--- config.mk ---
export PLATFORM = sky130hd
export DESIGN_NAME = servo_position_to_pulse_width
export DESIGN_NICKNAME = d
export VERILOG_FILES = /design/src/rtl/core/spw_pkg.sv /design/src/rtl/core/spw_addsub.sv /design/src/rtl/core/spw_seq.sv /design/src/rtl/core/servo_position_to_pulse_width.sv
export SDC_FILE = /design/constraint.sdc
export NUM_CORES = 1
export LEC_CHECK = 0
export BUFFER_PORTS_ARGS = -buffer_cell sky130_fd_sc_hd__buf_2
export CAP_MARGIN = 20
export CORE_MARGIN = 5
export CORE_UTILIZATION = 40
export CTS_CLUSTER_DIAMETER = 200
export DETAILED_ROUTE_END_ITERATION = 8
export PLACE_DENSITY = 0.59
export RECOVER_POWER = 100
export SLEW_MARGIN = 20
export SYNTH_ARGS = -nofsm -noshare
export SYNTH_HDL_FRONTEND = slang
export SYNTH_SLANG_ARGS = --single-unit
--- constraint.sdc ---
create_clock -name clock -period 12.3 [get_ports clock]
set_input_delay 3.69 -clock clock [delete_from_list [all_inputs] [get_ports clock]]
set_output_delay 3.69 -clock clock [all_outputs]
set_load 0.01 [all_outputs]
--- src/rtl/core/spw_pkg.sv ---
// Shared types, constants and helpers for the servo pulse width block.
package spw_pkg;

   // Default width of the microsecond time registers
   localparam int TIME_BITS_DEF = 16;

   // Register reset values
   localparam int PULSE_MIN_RST    = 850;
   localparam int PULSE_MAX_RST    = 2150;
   localparam int STEP_COUNT_RST   = 1024;
   localparam int FRAME_PERIOD_RST = 20000;

   // Register indexes on the csr port
   localparam logic [1:0] CSR_PULSE_MIN    = 2'd0;
   localparam logic [1:0] CSR_PULSE_MAX    = 2'd1;
   localparam logic [1:0] CSR_STEP_COUNT   = 2'd2;
   localparam logic [1:0] CSR_FRAME_PERIOD = 2'd3;

   // Request kinds
   localparam logic [1:0] REQ_SET     = 2'd0;
   localparam logic [1:0] REQ_REFRESH = 2'd1;
   localparam logic [1:0] REQ_RECONF  = 2'd2;

   // Position steps, one multiplier bit per step
   localparam int MUL_STEPS = 16;

   typedef enum logic [2:0] {
      ST_IDLE,
      ST_CLAMP,
      ST_MUL,
      ST_PREP,
      ST_DIV,
      ST_SUM,
      ST_EMIT
   } seq_state_type;

   typedef struct packed {
      logic go;        // transaction produces a result
      logic out_free;  // output register can take a result this cycle
   } seq_status_type;

   typedef struct packed {
      logic idle;
      logic clamp;
      logic mul;
      logic prep;
      logic div;
      logic sum;
      logic emit;
   } seq_ctrl_type;

   // Microseconds to nanoseconds, low 26 bits kept
   function automatic logic [25:0] us_to_ns(input logic [31:0] us);
      logic [31:0] prod;
      prod = (us << 10) - (us << 5) + (us << 3);
      return prod[25:0];
   endfunction

endpackage

--- src/rtl/core/spw_addsub.sv ---
// Shared adder/subtractor used by the multiply, divide and sum steps of the sequencer.
module spw_addsub #(
   parameter int WIDTH = 17
) (
   input  logic [WIDTH-1:0] a,
   input  logic [WIDTH-1:0] b,
   input  logic             sub,
   output logic [WIDTH:0]   res
);

   logic [WIDTH:0] b_ext;

   // Top bit of res is the borrow when subtracting
   always_comb begin
      b_ext = sub ? (~{1'b0, b} + {{WIDTH{1'b0}}, 1'b1}) : {1'b0, b};
      res   = {1'b0, a} + b_ext;
   end

endmodule

--- src/rtl/core/spw_seq.sv ---
// Sequencer that walks one transaction through clamp, multiply, divide and sum.
module spw_seq
   import spw_pkg::*;
#(
   parameter int TIME_BITS = TIME_BITS_DEF
) (
   input  logic           clock,
   input  logic           reset,
   input  logic           req_valid,
   input  seq_status_type status,
   output seq_ctrl_type   ctrl
);

   localparam int CNT_MAX = (TIME_BITS > MUL_STEPS) ? TIME_BITS : MUL_STEPS;
   localparam int CW      = $clog2(CNT_MAX);

   seq_state_type state_ff, state_in;
   logic [CW-1:0] cnt_ff, cnt_in;

   always_ff @(posedge clock) begin
      if (reset) begin
         state_ff <= ST_IDLE;
         cnt_ff   <= '0;
      end else begin
         state_ff <= state_in;
         cnt_ff   <= cnt_in;
      end
   end

   // Next state
   always_comb begin
      state_in = state_ff;
      case (state_ff)
         ST_IDLE:  if (req_valid) state_in = ST_CLAMP;
         ST_CLAMP: state_in = status.go ? ST_MUL : ST_IDLE;
         ST_MUL:   if (cnt_ff == '0) state_in = ST_PREP;
         ST_PREP:  state_in = ST_DIV;
         ST_DIV:   if (cnt_ff == '0) state_in = ST_SUM;
         ST_SUM:   state_in = ST_EMIT;
         ST_EMIT:  if (status.out_free) state_in = ST_IDLE;
         default:  state_in = ST_IDLE;
      endcase
   end

   // Step counter
   always_comb begin
      cnt_in = cnt_ff;
      case (state_ff)
         ST_CLAMP: cnt_in = CW'(MUL_STEPS - 1);
         ST_MUL:   cnt_in = cnt_ff - 1'b1;
         ST_PREP:  cnt_in = CW'(TIME_BITS - 1);
         ST_DIV:   cnt_in = cnt_ff - 1'b1;
         default:  cnt_in = cnt_ff;
      endcase
   end

   // Outputs
   always_comb begin
      ctrl = '0;
      case (state_ff)
         ST_IDLE:  ctrl.idle  = 1'b1;
         ST_CLAMP: ctrl.clamp = 1'b1;
         ST_MUL:   ctrl.mul   = 1'b1;
         ST_PREP:  ctrl.prep  = 1'b1;
         ST_DIV:   ctrl.div   = 1'b1;
         ST_SUM:   ctrl.sum   = 1'b1;
         ST_EMIT:  ctrl.emit  = status.out_free;
         default:  ctrl = '0;
      endcase
   end

endmodule

--- src/rtl/core/servo_position_to_pulse_width.sv ---
// Servo position to PWM pulse width converter, top level.
//
// Takes a signed step position (or a refresh / reconfigure request), clamps it
// to the step window set by step_count, maps it linearly between pulse_min_us
// and pulse_max_us and returns the pulse width and, on reconfigure, the frame
// period, both in nanoseconds. The multiply, divide and final sum run through
// one shared adder/subtractor: a 16-step shift-add multiply of the window
// offset by the pulse span, then a TIME_BITS-step restoring divide by
// step_count. A request that yields a result passes through the clamp,
// multiply, prep, divide, sum and emit states, and the next request can be
// taken once the result has moved into the output register. A set that leaves
// the position unchanged, or an unused request kind, produces no result, and
// the block returns to idle straight after the clamp state. One transaction is
// in flight at a time; req_stall stays high from accept until the result has
// moved into the output register, which then holds it under rsp_stall while
// the next request is taken. The user must write the csr registers only while
// the block is idle; the block itself does not enforce this.
module servo_position_to_pulse_width
   import spw_pkg::*;
#(
   parameter int TIME_BITS = TIME_BITS_DEF
) (
   input  logic                clock,
   input  logic                reset,
   // request channel
   input  logic                req_valid,
   output logic                req_stall,
   input  logic [1:0]          req_type,
   input  logic signed [15:0]  req_position,
   // result channel
   output logic                rsp_valid,
   input  logic                rsp_stall,
   output logic [25:0]         rsp_duty_ns,
   output logic [25:0]         rsp_period_ns,
   output logic                rsp_reconfigure,
   output logic signed [15:0]  rsp_applied_position,
   // configuration
   input  logic                csr_we,
   input  logic [1:0]          csr_index,
   input  logic [15:0]         csr_wdata
);

   // Shared unit width: pulse accumulate needs TIME_BITS+1, divide step 17
   localparam int AW = (TIME_BITS + 1 > 17) ? TIME_BITS + 1 : 17;
   localparam int PW = MUL_STEPS + TIME_BITS;

   seq_ctrl_type   ctrl;
   seq_status_type status;

   // configuration registers
   logic [TIME_BITS-1:0] pulse_min_ff, pulse_max_ff, period_ff;
   logic [15:0]          step_count_ff;

   // transaction and position state
   logic [1:0]           kind_ff;
   logic signed [15:0]   pos_ff;
   logic signed [15:0]   cur_pos_ff;
   logic                 reconf_ff;

   // arithmetic working registers
   logic                 neg_ff;
   logic [TIME_BITS-1:0] mag_ff;
   logic [TIME_BITS:0]   hi_ff, hi_in;
   logic [15:0]          lo_ff, lo_in;
   logic [15:0]          rem_ff, rem_in;
   logic [TIME_BITS-1:0] qsh_ff, qsh_in;
   logic [TIME_BITS-1:0] us_ff;

   // result register
   logic                 rsp_valid_ff;
   logic [25:0]          duty_ff, period_ns_ff;
   logic                 rsp_reconf_ff;
   logic signed [15:0]   applied_ff;

   // clamp window and mapping setup
   logic signed [15:0]   half_s, win_lo, win_hi, src_pos, clamped;
   logic [16:0]          off_wide;
   logic [TIME_BITS:0]   span;
   logic                 unchanged;

   // shared unit operands
   logic [AW-1:0]        alu_a, alu_b;
   logic                 alu_sub;
   logic [AW:0]          alu_res;
   logic [PW-1:0]        product;
   logic [TIME_BITS-1:0] quotient;
   logic                 borrow;

   spw_seq #(
      .TIME_BITS (TIME_BITS)
   ) u_seq (
      .clock     (clock),
      .reset     (reset),
      .req_valid (req_valid),
      .status    (status),
      .ctrl      (ctrl)
   );

   spw_addsub #(
      .WIDTH (AW)
   ) u_alu (
      .a   (alu_a),
      .b   (alu_b),
      .sub (alu_sub),
      .res (alu_res)
   );

   // Step window: odd count is symmetric, even count loses the top step
   always_comb begin
      half_s  = $signed({1'b0, step_count_ff[15:1]});
      win_lo  = (step_count_ff == '0) ? 16'sd0 : -half_s;
      if (step_count_ff == '0) begin
         win_hi = 16'sd0;
      end else if (step_count_ff[0]) begin
         win_hi = half_s;
      end else begin
         win_hi = half_s - 16'sd1;
      end
      src_pos = (kind_ff == REQ_SET) ? pos_ff : cur_pos_ff;
      if (src_pos < win_lo) begin
         clamped = win_lo;
      end else if (src_pos > win_hi) begin
         clamped = win_hi;
      end else begin
         clamped = src_pos;
      end
      off_wide  = {clamped[15], clamped} - {win_lo[15], win_lo};
      span      = {1'b0, pulse_max_ff} - {1'b0, pulse_min_ff};
      unchanged = (clamped == cur_pos_ff);
   end

   // A set that moves the position, or a refresh / reconfigure, gives a result
   always_comb begin
      status.go       = (kind_ff == REQ_SET) ? !unchanged
                        : (kind_ff == REQ_REFRESH || kind_ff == REQ_RECONF);
      status.out_free = !rsp_valid_ff || !rsp_stall;
   end

   assign product  = {hi_ff[TIME_BITS-1:0], lo_ff};
   assign quotient = (step_count_ff == '0) ? '0 : qsh_ff;
   assign borrow   = alu_res[AW];

   // Shared unit operand select
   always_comb begin
      alu_a   = '0;
      alu_b   = '0;
      alu_sub = 1'b0;
      if (ctrl.mul) begin
         // accumulate span when the current multiplier bit is set
         alu_a = AW'(hi_ff);
         alu_b = lo_ff[0] ? AW'(mag_ff) : '0;
      end else if (ctrl.div) begin
         // trial subtract of step_count from the shifted remainder
         alu_a   = AW'({rem_ff, qsh_ff[TIME_BITS-1]});
         alu_b   = AW'(step_count_ff);
         alu_sub = 1'b1;
      end else if (ctrl.sum) begin
         // quotient rounds toward zero, so apply the span sign after dividing
         alu_a   = AW'(pulse_min_ff);
         alu_b   = AW'(quotient);
         alu_sub = neg_ff;
      end
   end

   // Working register next values
   always_comb begin
      hi_in  = hi_ff;
      lo_in  = lo_ff;
      rem_in = rem_ff;
      qsh_in = qsh_ff;
      if (ctrl.clamp) begin
         hi_in = '0;
         lo_in = off_wide[15:0];
      end else if (ctrl.mul) begin
         hi_in = {1'b0, alu_res[TIME_BITS:1]};
         lo_in = {alu_res[0], lo_ff[15:1]};
      end else if (ctrl.prep) begin
         rem_in = product[PW-1:TIME_BITS];
         qsh_in = product[TIME_BITS-1:0];
      end else if (ctrl.div) begin
         rem_in = borrow ? {rem_ff[14:0], qsh_ff[TIME_BITS-1]} : alu_res[15:0];
         qsh_in = {qsh_ff[TIME_BITS-2:0], !borrow};
      end
   end

   // Control state and configuration
   always_ff @(posedge clock) begin
      if (reset) begin
         pulse_min_ff  <= TIME_BITS'(PULSE_MIN_RST);
         pulse_max_ff  <= TIME_BITS'(PULSE_MAX_RST);
         step_count_ff <= 16'(STEP_COUNT_RST);
         period_ff     <= TIME_BITS'(FRAME_PERIOD_RST);
         cur_pos_ff    <= '0;
         rsp_valid_ff  <= 1'b0;
      end else begin
         if (csr_we) begin
            case (csr_index)
               CSR_PULSE_MIN:    pulse_min_ff  <= TIME_BITS'(csr_wdata);
               CSR_PULSE_MAX:    pulse_max_ff  <= TIME_BITS'(csr_wdata);
               CSR_STEP_COUNT:   step_count_ff <= csr_wdata;
               CSR_FRAME_PERIOD: period_ff     <= TIME_BITS'(csr_wdata);
               default: ;
            endcase
         end
         // store the clamped position once the transaction is known to emit
         if (ctrl.clamp && status.go) begin
            cur_pos_ff <= clamped;
         end
         // hold the result until taken, then drop or refill
         if (ctrl.emit) begin
            rsp_valid_ff <= 1'b1;
         end else if (!rsp_stall) begin
            rsp_valid_ff <= 1'b0;
         end
      end
   end

   // Payload registers
   always_ff @(posedge clock) begin
      if (ctrl.idle && req_valid) begin
         kind_ff <= req_type;
         pos_ff  <= req_position;
      end
      if (ctrl.clamp) begin
         reconf_ff <= (kind_ff == REQ_RECONF);
         neg_ff    <= span[TIME_BITS];
         mag_ff    <= span[TIME_BITS] ? TIME_BITS'(-span) : span[TIME_BITS-1:0];
      end
      hi_ff  <= hi_in;
      lo_ff  <= lo_in;
      rem_ff <= rem_in;
      qsh_ff <= qsh_in;
      // result stays inside the pulse range, so it never goes negative
      if (ctrl.sum) begin
         us_ff <= alu_res[TIME_BITS-1:0];
      end
      if (ctrl.emit) begin
         duty_ff       <= us_to_ns(32'(us_ff));
         period_ns_ff  <= reconf_ff ? us_to_ns(32'(period_ff)) : '0;
         rsp_reconf_ff <= reconf_ff;
         applied_ff    <= cur_pos_ff;
      end
   end

   assign req_stall            = !ctrl.idle;
   assign rsp_valid            = rsp_valid_ff;
   assign rsp_duty_ns          = duty_ff;
   assign rsp_period_ns        = period_ns_ff;
   assign rsp_reconfigure      = rsp_reconf_ff;
   assign rsp_applied_position = applied_ff;

endmodule
=== Word-level counts from Yosys, hierarchy flattened ===
Cells that the tools add are included.

* Multiplexer cells: 43
* $lt $le $gt $ge: 2
* $add $sub $neg: 12
* Equal/unequal tests: 17
* Reductions and logical operators: 25
* Bitwise gates (word level): 3

{| class="wikitable"
|+ Operator list
! kind !! number
|-
| $mux W16 || 20
|-
| $add A26 B20 Y26 || 2
|-
| $sub A26 B21 Y26 || 2
|-
| $mux W17 || 2
|-
| $pmux W3 S7 || 1
|-
| $add A17 B18 Y18 || 1
|-
| $add A18 B1 Y18 const B || 1
|-
| $mux W18 || 1
|-
| $not A16 Y18 || 1
|-
| $sub A16 B16 Y17 || 1
|-
| $eq A16 B16 Y1 || 1
|-
| $gt A16 B16 Y1 || 1
|-
| $logic_not A16 Y1 || 1
|-
| $lt A16 B16 Y1 || 1
|-
| $neg A15 Y16 || 1
|-
| $neg A16 Y16 || 1
|-
| $sub A15 B1 Y16 const B || 1
|-
| $sub A16 B16 Y16 || 1
|-
| $mux W1 || 13
|-
| $mux W3 || 4
|-
| $eq A3 B3 Y1 const B || 3
|-
| $ne A2 B1 Y1 const B || 4
|-
| $pmux W4 S2 || 1
|-
| $reduce_and A2 Y1 || 4
|-
| 18 further kinds || 33
|}

* Output and inout bits: 71
* Word-level logic and storage cells: 124
* Input bits: 41
* Register bits: 273

=== Depth between registers and ports, before layout ===
* Depth in word-level cells: 12
* Gate-level depth with buffers: 34
* Gate-level depth less buffers: 30

=== Modules after synthesis ===
A second synthesis with hierarchy kept.

* Cells, all modules: 2093
* Area, all modules: 18651.6 µm²

{| class="wikitable"
|+ By module, submodules not included
! module !! sequential area each (µm²) !! cells an instance !! instances !! area each (µm²)
|-
| servo_position_to_pulse_width || 6836.6 || 1847 || 1 || 16910.0
|-
| spw_addsub || 0.0 || 184 || 1 || 1276.2
|-
| spw_seq || 140.1 || 62 || 1 || 465.4
|}

=== Least setup slack after synthesis ===
Ideal clock, no wire load.

* Kind: input to register
* Start: input port rsp_stall
* End: register applied_ff[0], in the netlist rsp_applied_position[0], enable pin
* Setup time: 505 ps
* Path buffers: 0
* Stages: 1
* Arrival: 6773 ps
* Required time: 11795 ps
* Path slack: 5022 ps
* Cell sequence: a21oi_1

* Longest elaborated chain between the ends: 3

{| class="wikitable"
|+ RTL lines
! what !! RTL line !! text
|-
| start: declaration || servo_position_to_pulse_width.sv:32 || <nowiki>input logic rsp_stall,</nowiki>
|-
| $logic_not A1 Y1 || - ||
|-
| $logic_or A1 B1 Y1 || servo_position_to_pulse_width.sv:136 || <nowiki>status.out_free = !rsp_valid_ff || !rsp_stall;</nowiki>
|-
| $mux W1 || spw_seq.sv:60 || <nowiki>case (state_ff)</nowiki>
|-
| end signal: assignment || servo_position_to_pulse_width.sv:241 || <nowiki>applied_ff <= cur_pos_ff;</nowiki>
|-
| end: declaration || servo_position_to_pulse_width.sv:73 || <nowiki>logic signed [15:0] applied_ff;</nowiki>
|}

No other way between the ends.
A chain may end at the register's enable or synchronous reset.

=== Worst setup path in the final report ===
* Start: register u_seq.state_ff[0]
* End: register rem_ff[4], data pin

* Longest elaborated chain between the ends: 12
* Elaborated cells on any way between the ends: 24
* Those cells by class: 2 x add/sub; 4 x eq/ne; 17 x mux; 1 x bitwise

{| class="wikitable"
|+ RTL lines
! what !! RTL line !! text
|-
| start: declaration || spw_seq.sv:17 || <nowiki>seq_state_type state_ff, state_in;</nowiki>
|-
| start signal: assignment || spw_seq.sv:25 || <nowiki>state_ff <= state_in;</nowiki>
|-
| $eq A3 B3 Y1 || spw_seq.sv:60 ||
|-
| $mux W1 || spw_seq.sv:60 ||
|-
| $mux W16 || servo_position_to_pulse_width.sv:157 || <nowiki>end else if (ctrl.sum) begin</nowiki>
|-
| $mux W16 || servo_position_to_pulse_width.sv:152 || <nowiki>end else if (ctrl.div) begin</nowiki>
|-
| $mux W16 || servo_position_to_pulse_width.sv:148 || <nowiki>if (ctrl.mul) begin</nowiki>
|-
| $not A16 Y18 || spw_addsub.sv:15 || <nowiki>b_ext = sub ? (~{1'b0, b} + {{WIDTH{1'b0}}, 1'b1}) : {1'b0, b};</nowiki>
|-
| $add A18 B1 Y18 || spw_addsub.sv:15 ||
|-
| $mux W18 || spw_addsub.sv:15 ||
|-
| $add A17 B18 Y18 || spw_addsub.sv:16 || <nowiki>res = {1'b0, a} + b_ext;</nowiki>
|-
| $mux W16 || servo_position_to_pulse_width.sv:181 || <nowiki>rem_in = borrow ? {rem_ff[14:0], qsh_ff[TIME_BITS-1]} : alu_res[15:0];</nowiki>
|-
| $mux W16 || servo_position_to_pulse_width.sv:180 || <nowiki>end else if (ctrl.div) begin</nowiki>
|-
| $mux W16 * || servo_position_to_pulse_width.sv:177 || <nowiki>end else if (ctrl.prep) begin</nowiki>
|-
| end signal: assignment || servo_position_to_pulse_width.sv:231 || <nowiki>rem_ff <= rem_in;</nowiki>
|-
| end: declaration || servo_position_to_pulse_width.sv:65 || <nowiki>logic [15:0] rem_ff, rem_in;</nowiki>
|}

Mark *: on every way between the ends. The rest lies on a longest branch, timed or not. The select of a mux whose other input is x is not followed.

==> Implementation_results.wiki <==
{| class="wikitable"
! Metric !! Value
|-
| Outcome || complete, but fails checks
|-
| Violated checks || capacitance limit, slew limit
|-
| Number of buffers inserted to repair setup after CTS || 0
|-
| Final std cells w/o fill || 2,688
|-
| Compound-Gate Fraction of Synth Area || 0.167
|-
| Number of pins exceeding their max-slew limit in the final report || 322
|-
| Final global-route overflow total || 0
|-
| List of cells traversed by the critical path || clkbuf_1 -> nand2_1 -> nor2_1 -> a21boi_0 -> ha_1 -> nor2_1 -> a21oi_1 -> ha_1 -> a21o_1 -> a21oi_1 -> o21bai_1 -> a21oi_1 -> o21bai_1 -> a211oi_1 -> o21ai_0 -> and3_1 -> o311a_1 -> nor2_1 -> mux2i_1 -> a21oi_1
|-
| Clock period minus final worst setup slack || 8.90 ns
|-
| Leakage power || 8.16 nW
|-
| Most instantiated flip-flop cell in the synthesis netlist || edfxtp_1
|-
| Antenna diode count || 0
|-
| Final Hold Fails || 0
|-
| Leading cell types in the layout, fill and taps excluded || nand2_1 (239), edfxtp_1 (163), inv_1 (150)
|-
| Clock root buffer || clkbuf_16
|-
| Setup_tns || 0 ns
|-
| Most used cell, CP || a21oi_1
|-
| Post-placement setup slack || 4.86 ns
|-
| F_max || 0.112 GHz
|-
| Post-Place Cell Area || 19,300 µm²
|-
| Share of the synthesized area in the top cell type || 0.269
|-
| Clock Tree Buf Depth || 3
|-
| Commonest non-fill, non-tap cell in the layout || nand2_1
|-
| First-pass GRT wire length || roughly 80,000 µm
|-
| Worst Path Buf+Inv || 1
|-
| Syn-to-layout area delta || 11.0%
|-
| Number of instances in the synthesized netlist || 1,992
|-
| Die Span X || about 220 µm
|-
| Pwr per Cell Area || 143 nW/µm²
|-
| Maximum number of pins on one net before global-route repair || just under 90
|-
| CTS H-tree lvls || 2
|-
| Dominant combinational cell family by area after synthesis || compound AO/OA/AOI/OAI gates
|-
| Count of routing violations after the opening detailed-route iteration || 1,175
|-
| Final-stage net count || 2,268
|-
| Basic-gate share of the synthesized area counting and, or, nand and nor cells || 0.164
|-
| Unrepaired setup endpoints after global routing || false
|-
| Setup violations, final || 0
|-
| Total area of multi-input combinational cells || 10,300 µm²
|-
| Final HPWL DP || between 30,000 and 40,000 µm
|-
| Worst Max-Slew Pin Slew || 4.19 ns
|-
| Clock sink count || 267
|-
| Count of pins on the block boundary || 112
|-
| Cell total after placement || between 2,000 and 3,000
|-
| Max-cap violations || 8
|-
| Layout fillers || 4,448
|-
| Core region area || 45,200 µm²
|-
| Synth unique cells || roughly 80
|-
| Post-route cell area || slightly above 20,000 µm²
|-
| Path type of the worst setup path || flop to flop
|-
| Top post-synthesis cells by area || edfxtp_1 (27%), dfxtp_1 (11%), ha_1 (9.8%)
|-
| Setup crit end kind || flop
|-
| Via-per-instance ratio || 5.53
|-
| Number of global-route vias before repair || 14,400
|-
| Die outline area || 49,900 µm²
|-
| Hold slack || 0.463 ns
|-
| Routed wire length || 52,800 µm
|-
| Syn. warnings || 0
|-
| Final worst-path cycle share || 0.724
|-
| DRC viols || 0
|-
| Hold path start || pulse_max_ff[7]
|-
| Worst-Skew Late Latency || around 0.54 ns
|-
| IO Port Bufs || 105
|-
| Mapped Area || 18,200 µm²
|-
| Arrival time worst endpoint || 9.09 ns
|-
| Kind of launch point of the worst setup path || flop
|-
| Mapped Avg Cell Area || 9.14 µm²
|-
| Post-synthesis sequential area ratio || 0.383
|-
| Die Y-Extent || 223 µm
|-
| Setup clock skew after layout || 0.0143 ns
|-
| Worst setup startpoint || u_seq.state_ff[0]
|-
| First-pass DRT Iterations || 7
|-
| Clk slew on worst S/H paths || 0.06 ns
|-
| Initial antenna violation count || 0
|-
| Crit path required time || 12.48 ns
|-
| Cts repair resizes || 0
|-
| Launching point of the worst reg2reg path || u_seq.state_ff[0]
|-
| Worst path setup slack after routing || 3.40 ns
|-
| Synthesized flop and latch total || 267
|-
| Global-route total usage across every layer || 0.207
|-
| Largest delay contributor family on the critical path || simple AND/OR/NAND/NOR gates
|-
| Proportion of layout cells with a drive suffix above 1 || 0.0680
|-
| Xor and xnor area share after synthesis || 0.0616
|-
| Adder and majority cell fraction of the synthesized area || 0.121
|-
| CTS tree || done
|-
| Multiplexer fraction of the synthesized cell area || 0.0485
|-
| Max stage delay cell, worst path || clkbuf_1
|-
| Post-synth top area cell || edfxtp_1
|-
| Worst hold path type || flop to flop
|-
| Stage delay of the slowest cell on the critical path || ~1.6 ns
|-
| Count of antenna-violating nets left after detailed routing || 0
|-
| CTS Buf Count || 34
|-
| Via Count || 14,900
|-
| Proportion of register bits with asynchronous set or reset after synthesis || 0
|-
| Max rail drop VDD || around 110 µV
|-
| Largest fanout on the critical path || 31
|-
| Seq. cell area || roughly 7000 µm²
|-
| Number of placement rows || 78
|-
| Hold buffer count at CTS || 0
|-
| Relative max-transition margin || -1.79
|-
| Placer congestion estimate || 0.940
|-
| Initial core utilization || 0.403
|-
| Number of enable-type register cells in the synthesized netlist || 163
|-
| WL/cell || 19.6 µm
|}
[kinds of logic (layout without fill, tap and decap cells)]
family                   after synthesis  after routing
AO/OA/AOI/OAI                        472            472
XOR/XNOR                             128            128
adder cells (fa/ha/maj)              164            164
buffers and inverters                247            338
flip-flops                           267            267
multiplexers                          85             85
other                                  1              6
AND/OR/NAND/NOR                      628            628
[cells in the mapped netlist (8+ instances only)]
library cell and count:
ha_1 143, a22o_1 15, nor4_1 9, dfxtp_1 104, o21ai_0 110, nand3b_1 9, xnor2_1 89, nand2_1 239
edfxtp_1 163, clkbuf_1 73, inv_1 150, a211o_1 14, o31a_1 11, buf_2 8, or3_1 19, a21boi_0 11
a21o_1 22, mux2_2 25, nand2b_1 9, and2_1 21, a21oi_1 144, nor2b_1 10, and3_1 17, xor2_1 39
o21a_1 17, a31oi_1 10, nand4_1 9, nor2_1 143, a211oi_1 16, nand3_1 52, mux2i_1 60, nor3b_1 10
a222oi_1 11, o31ai_1 16, nor3_1 43, o21bai_1 12, fa_1 21
[per-layer routing]
layer	track usage	wire length [µm]	share of wire	vias up
met5	0	0	0	-
met1	0.268	23100	0.44	7094
li1	-	-	-	7270
met3	0.0274	2400	0.046	92
met2	0.354	25300	0.48	401
met4	0.0781	1980	0.037	0
[area by class of cell]
type / instances / share of cell area
multi-input combinational: 1483 / 0.508
sequential: 267 / 0.345
inverter: 150 / 0.0279
tap: 600 / 0.0372
clock buffer: 45 / 0.0462
clock inverter: 16 / 0.00787
timing repair buffer: 127 / 0.0279
[final timing paths]
check                          to  slack, ns  depth (start not counted)
setup reg to reg        rem_ff[4]       3.40                         20
setup / recovery        rem_ff[4]       3.40                         20
hold / removal    pulse_max_ff[7]       0.46                          2
hold reg to reg   pulse_max_ff[7]       0.46                          2
[report_power, final]
| group | internal [mW] | switching (mW) |
|---|---|---|
| clock network | 0.598 | 0.396 |
| logic | 0.307 | 0.516 |
| registers | 1.02 | 0.0475 |
| total | 1.93 | 0.960 |
[tightest hold or removal path, delay by kind of cell, from the launching register on]
family / cells / cell delay [ns]
compound gates: 1 / 0.05
flops: 1 / 0.31
simple gates: 1 / 0.05
[per-stage QoR]
step	total power, mW	utilization
2_1_floorplan	1.67	-
3_3_place_gp	1.90	0.426
3_5_place_dp	1.90	0.426
4_1_cts	2.91	0.451
5_1_grt	3.05	0.447
6_report	2.89	0.447
Power figures use the tool's default switching activity.
